===== src/hw/rtl/dftr_pkg.sv =====
// Shared types, codes and defaults for the deferred-free token ring.
package dftr_pkg;

  localparam int MAX_THREADS_DEF = 8;
  localparam int RING_LOG2_DEF   = 6;

  localparam logic OP_DEFER  = 1'b0;
  localparam logic OP_UPDATE = 1'b1;

  localparam logic [1:0] ST_OK   = 2'd0;
  localparam logic [1:0] ST_FULL = 2'd1;
  localparam logic [1:0] ST_BAD  = 2'd2;
  localparam logic [1:0] ST_NULL = 2'd3;

  localparam logic CFG_THREAD_COUNT   = 1'b0;
  localparam logic CFG_POST_THRESHOLD = 1'b1;

  typedef struct packed {
    logic        op;
    logic [2:0]  thread;
    logic [63:0] ptr;
    logic [1:0]  pre_status;
  } cmd_t;

endpackage


===== src/hw/rtl/dftr_front.sv =====
// Front end: accepts items, flags bad threads and null defer pointers, two-entry queue.
module dftr_front #(
  parameter int NW = 4
) (
  input  logic             clk,
  input  logic             rst_n,
  input  logic [NW-1:0]    n_eff,
  input  logic             in_valid,
  output logic             in_ready,
  input  logic             op,
  input  logic [2:0]       thread,
  input  logic [63:0]      ptr,
  output logic             q_valid,
  output dftr_pkg::cmd_t   q_cmd,
  input  logic             q_pop
);

  dftr_pkg::cmd_t q_r [2];
  logic       wp_r, rp_r;
  logic [1:0] cnt_r;
  dftr_pkg::cmd_t c;
  logic push;

  always_comb begin
    c.op = op;
    c.thread = thread;
    c.ptr = ptr;
    if (32'(thread) >= 32'(n_eff)) begin
      c.pre_status = dftr_pkg::ST_BAD;
    end else if (op == dftr_pkg::OP_DEFER && ptr == 64'd0) begin
      c.pre_status = dftr_pkg::ST_NULL;
    end else begin
      c.pre_status = dftr_pkg::ST_OK;
    end
  end

  assign in_ready = (cnt_r != 2'd2);
  assign push     = in_valid && in_ready;
  assign q_valid  = (cnt_r != 2'd0);
  assign q_cmd    = q_r[rp_r];

  always_ff @(posedge clk) begin
    if (push) begin
      q_r[wp_r] <= c;
    end
  end

  always_ff @(posedge clk) begin
    if (!rst_n) begin
      wp_r <= 1'b0;
      rp_r <= 1'b0;
      cnt_r <= 2'd0;
    end else begin
      if (push) wp_r <= ~wp_r;
      if (q_pop) rp_r <= ~rp_r;
      cnt_r <= cnt_r + {1'b0, push} - {1'b0, q_pop};
    end
  end

endmodule


===== config.mk =====
export PLATFORM = sky130hd
export DESIGN_NAME = dftr_front
export DESIGN_NICKNAME = d
export VERILOG_FILES = /design/src/hw/rtl/dftr_pkg.sv /design/src/hw/rtl/dftr_front.sv
export SDC_FILE = /design/constraint.sdc
export NUM_CORES = 1
export LEC_CHECK = 0
export ABC_AREA = 1
export BUFFER_PORTS_ARGS = -buffer_cell sky130_fd_sc_hd__buf_4
export CAP_MARGIN = 30
export CORE_UTILIZATION = 40
export CTS_BUF_LIST = sky130_fd_sc_hd__clkbuf_4
export DETAILED_ROUTE_END_ITERATION = 10
export REMOVE_ABC_BUFFERS = 1
export SLEW_MARGIN = 10
export SYNTH_ARGS = -nofsm -noshare
export SYNTH_HDL_FRONTEND = slang
export SYNTH_SLANG_ARGS = --single-unit

===== constraint.sdc =====
create_clock -name clk -period 11.75 [get_ports clk]
set_input_delay 1.175 -clock clk [delete_from_list [all_inputs] [get_ports clk]]
set_output_delay 1.175 -clock clk [all_outputs]
set_load 0.02 [all_outputs]

# Word-level counts from Yosys, hierarchy flattened
# Memories as Yosys holds them, arrays and structs flattened. A register that Yosys moved wholly into a read port is not among the register bits.
# Cells that the tools add are included.
[totals]
ff_bits = 4
ram_bits = 140
inputBits = 76
out_inout_bits = 72
mem_count = 1
[op_classes]
addsub = 2
n_lt_le_gt_ge = 1
n_eq_ne = 1
muxes = 6
bitwise_logic = 3
reduce_logical = 4
[memory_table]
columns = ["name", "depth", "width", "read_ports", "rd_ports_with_merged_regs", "wr", "line_no", "source"]
rows = [
  ["q_r", 2, 70, 1, 1, 1, "dftr_front.sv:18", "dftr_pkg::cmd_t q_r [2];"],
]
[ops]
columns = ["operator", "count"]
rows = [
  ["$logic_not 64->1", 1],
  ["$ge 3x4->1", 1],
  ["$mux 1", 4],
  ["$mux 2", 2],
  ["$not 1->1", 3],
  ["$add 2x1->2", 1],
  ["$logic_and 1x1->1", 2],
  ["$ne 2x2->1 const B", 1],
  ["$reduce_bool 2->1", 1],
  ["$sub 2x1->2", 1],
]

# Depth between registers and ports, before layout
[logic_depth]
word_depth = 4
mapped_depth = 9

# Worst setup path before layout
# No wires, ideal clock.
[synth_timing]
path_type = "input -> register"
startpoint = "input port in_valid"
endpoint = "memory q_r[1][0] (netlist name) (enable)"
setup_ns = 0.500
arrival_ns = 4.222
required_time_ns = 11.250
path_slack_ns = 7.028
stages = 2
cell_sequence = "nand2_1 > nor2_1"
[synth_via]
elab_chain_len = 3
[synth_lines]
columns = ["element", "line_no", "source"]
rows = [
  ["from (decl)", "dftr_front.sv:8", "input logic in_valid,"],
  ["$logic_and 1x1->1", "dftr_front.sv:38", "assign push = in_valid && in_ready;"],
  ["$mux 1", "dftr_front.sv:43", "if (push) begin"],
  ["$mux 1 (implied by the code)", "dftr_front.sv:44", "q_r[wp_r] <= c;"],
  ["to (decl)", "dftr_front.sv:18", ""],
]
# No other way between the ends.

==> results.py <==
metrics = {
    "status": {
        "status": "finished, violations left",
        "violations": "DRC",
    },
    "route": {
        "drt_iter0_markers": 186,
        "dr.pass1.iters": 9,
        "wl_met3_um": 635,
        "post_drt_wl_per_cell_um": 15.32,
        "post-route-drc-count": 3,
        "antenna_left": 0,
        "wl_met2_um": 5267,
        "via_count": 3126,
        "avgViaCountPerCell": 4.597,
        "wirelength_met1_um": 4363,
        "wirelength_um": 10420,
        "highest_layer": "met4",
    },
    "power_and_ir_drop": {
        "switching_power_mw": 0.3190,
        "switching_share_pct": 27.22,
        "p_int_mw": 0.8528,
        "p_per_area_nw_per_um2": 156.6,
        "p_clk_share_pct": 23.7,
        "p_leak_nw": 2.972,
        "power_frac_comb_pct": 21.5,
        "ir_drop_v": 0.00006216,
        "total_power_mw": 1.172,
        "p_seq_share_pct": 54.8,
    },
    "placement": {
        "dp_slack_ns": 8.511,
        "place_area_sq_um": 7204,
        "gp_congestion": 0.7181,
        "port_buffers": 147,
        "placed_cells": 646,
        "place.detailed.hpwl_um": 6849,
    },
    "logic_synthesis": {
        "syn_area_sq_um": 5896,
        "synth_cells": 319,
        "syn_area_per_cell_sq_um": 18.48,
        "yosysTopAreaCell": "edfxtp_1",
        "ys_seq_area_share_pct": 73.01,
        "synth_top_area_share_pct": 71.31,
        "synthTopCellsByArea": "edfxtp_1, mux2_4, nor2_1",
        "ys_ff_latch": 145,
        "yosysUniqueCellTypes": 20,
        "ys_warn_count": 0,
    },
    "floorplanning": {
        "fp.dieW_um": 123.4,
        "core_area_sq_um": 14480,
        "die_h_um": 123.4,
        "rows": 44,
        "die-area_sq_um": 15230,
        "start_util_pct": 40.72,
        "ios": 148,
    },
    "clock_network": {
        "clk_path_buf_depth": 2,
        "clkLatencyLatePin_ns": 0.53,
        "clkTransAtPathRegs_ns": 0.12,
        "root_buffer": "clkbuf_4",
        "htreeDepth": 4,
        "cts_hold_buf": 0,
        "post_cts_buffers": 0,
        "cts_tree": "yes",
        "clkSinkCount": 145,
        "numCtsBuffers": 17,
        "ctsResizeCount": 0,
    },
    "cells_and_area": {
        "nFillCells": 1267,
        "synthToLayoutAreaGrowth_pct": 26.91,
        "final_area_sq_um": 7482,
        "utilization_pct": 51.68,
        "drive_gt1_share_pct": 53.13,
        "final_nets": 563,
        "fin_cells": 680,
    },
    "grt": {
        "antenna_found_initial": 1,
        "grt-ovfl-total": 0,
        "grt_max_degree": 71,
        "grtUsageTotal_pct": 14.28,
        "grt_pass1_vias": 3082,
        "grt_first_pass_wirelength_um": 15480,
    },
    "timing": {
        "fin_crit_ns": 3.769,
        "maxSlewViolCount": 0,
        "skew_ns": 0.008072,
        "slew_headroom_pct": 50.50,
        "fmax_ghz": 0.2653,
        "rsz0062_at_grt": "no",
        "tightest_slew_ns": 0.7425,
        "setup_slack_ns": 7.981,
        "setup_viol": 0,
        "setup_tns_ns": 0,
        "whs_ns": 0.5109,
        "finalHoldViolCount": 0,
        "finalCritPeriodShare_pct": 32.07,
    },
    "worst_setup_path": {
        "crit_required_ns": 10.58,
        "cp_max_fo": 38,
        "crit_type": "register to output pin",
        "crit_path_start_kind": "register",
        "endpoint_kind": "output pin",
        "crit_arrival_ns": 2.59,
    },
    "job": {
        "max_cap_violations": 0,
    },
    "hold_path": {
        "hold_class": "register to register",
    },
}
[power by group through the flow]
stage / clock [mW] / sequential [mW] / combinational [mW]
floorplan: 0 / 0.661 / 0.150
global placement: 0 / 0.654 / 0.249
detailed placement: 0 / 0.656 / 0.253
CTS: 0.290 / 0.644 / 0.253
global route: 0.307 / 0.647 / 0.271
finish: 0.277 / 0.642 / 0.252
[synthesized netlist by cell type]
cell type / number
edfxtp_1: 140
nand4_1: 2
nor2_1: 41
and2_0: 1
nor3_1: 1
nand4_2: 1
nand3_2: 1
or2_1: 1
buf_4: 1
o21ai_1: 2
mux2_4: 70
nor2_2: 3
xnor2_1: 2
ha_1: 5
nand2_1: 19
a21oi_1: 3
dfxtp_1: 5
inv_1: 12
inv_2: 2
buf_6: 7
[layout by cell type, fill, tap and decap left out, types with 3 or more instances in the layout]
master      Yosys  layout
dfxtp_1         5       4
nand2_1        19      19
buf_4           1     150
clkinv_2        0       6
clkbuf_4        0      17
mux2_4         70      70
nor2_1         41      39
edfxtp_1      140     140
clkinvlp_4      0       4
inv_1          12      12
nor2_2          3       3
ha_1            5       5
a21oi_1         3       3
[kinds of logic after synthesis]
group / after synthesis / synth area share [%]
flops: 145 / 73.01
mux: 70 / 17.83
simple gates: 70 / 5.030
buf+inv: 22 / 2.356
compound gates: 5 / 0.4244
fa+ha+maj: 5 / 1.061
xor+xnor: 2 / 0.2972
[sequential cells by signal (all words and copies together) (netlist names), named ones only]
| register | count |
|---|---|
| cnt_r | 2 |
| q_r | 140 |
| wp_r | 1 |
| rp_r | 1 |
[final cells by class]
class                           instances  area (sq um)  area share [%]
Sequential cell                       145          4308           57.58
Clock buffer                           17         127.6           1.706
Inverter                               14         52.55          0.7023
Timing Repair Buffer                  152          1174           15.69
Clock inverter                         15         120.1           1.605
Tap cell                              184         230.2           3.077
Multi-Input combinational cell        152          1468           19.62
Antenna cell                            1         2.502         0.03344
[final timing paths]
kind	slack, ns	start	cells after the start	to
worst max-delay path	7.98	register	3	q_cmd[49]
worst max register to register	9.96	cnt_r[0]	5	q_r[1][40]
worst min-delay path	0.51	cnt_r[1]	2	cnt_r[1]
worst min register to register	0.51	cnt_r[1]	2	cnt_r[1]
[metal layers]
layer  up-vias  track usage, %
li1       1514               -
met1      1509           17.45
met2        92           22.49
met3        11           4.751
met4         0           7.455
met5         -               0
[worst max-delay path: stages, from the launching register on]
cell and delay [ns]:
dfxtp_4 0.79, buf_4 0.68, mux2_4 0.36, buf_4 0.16
Power figures use the tool's default switching activity.
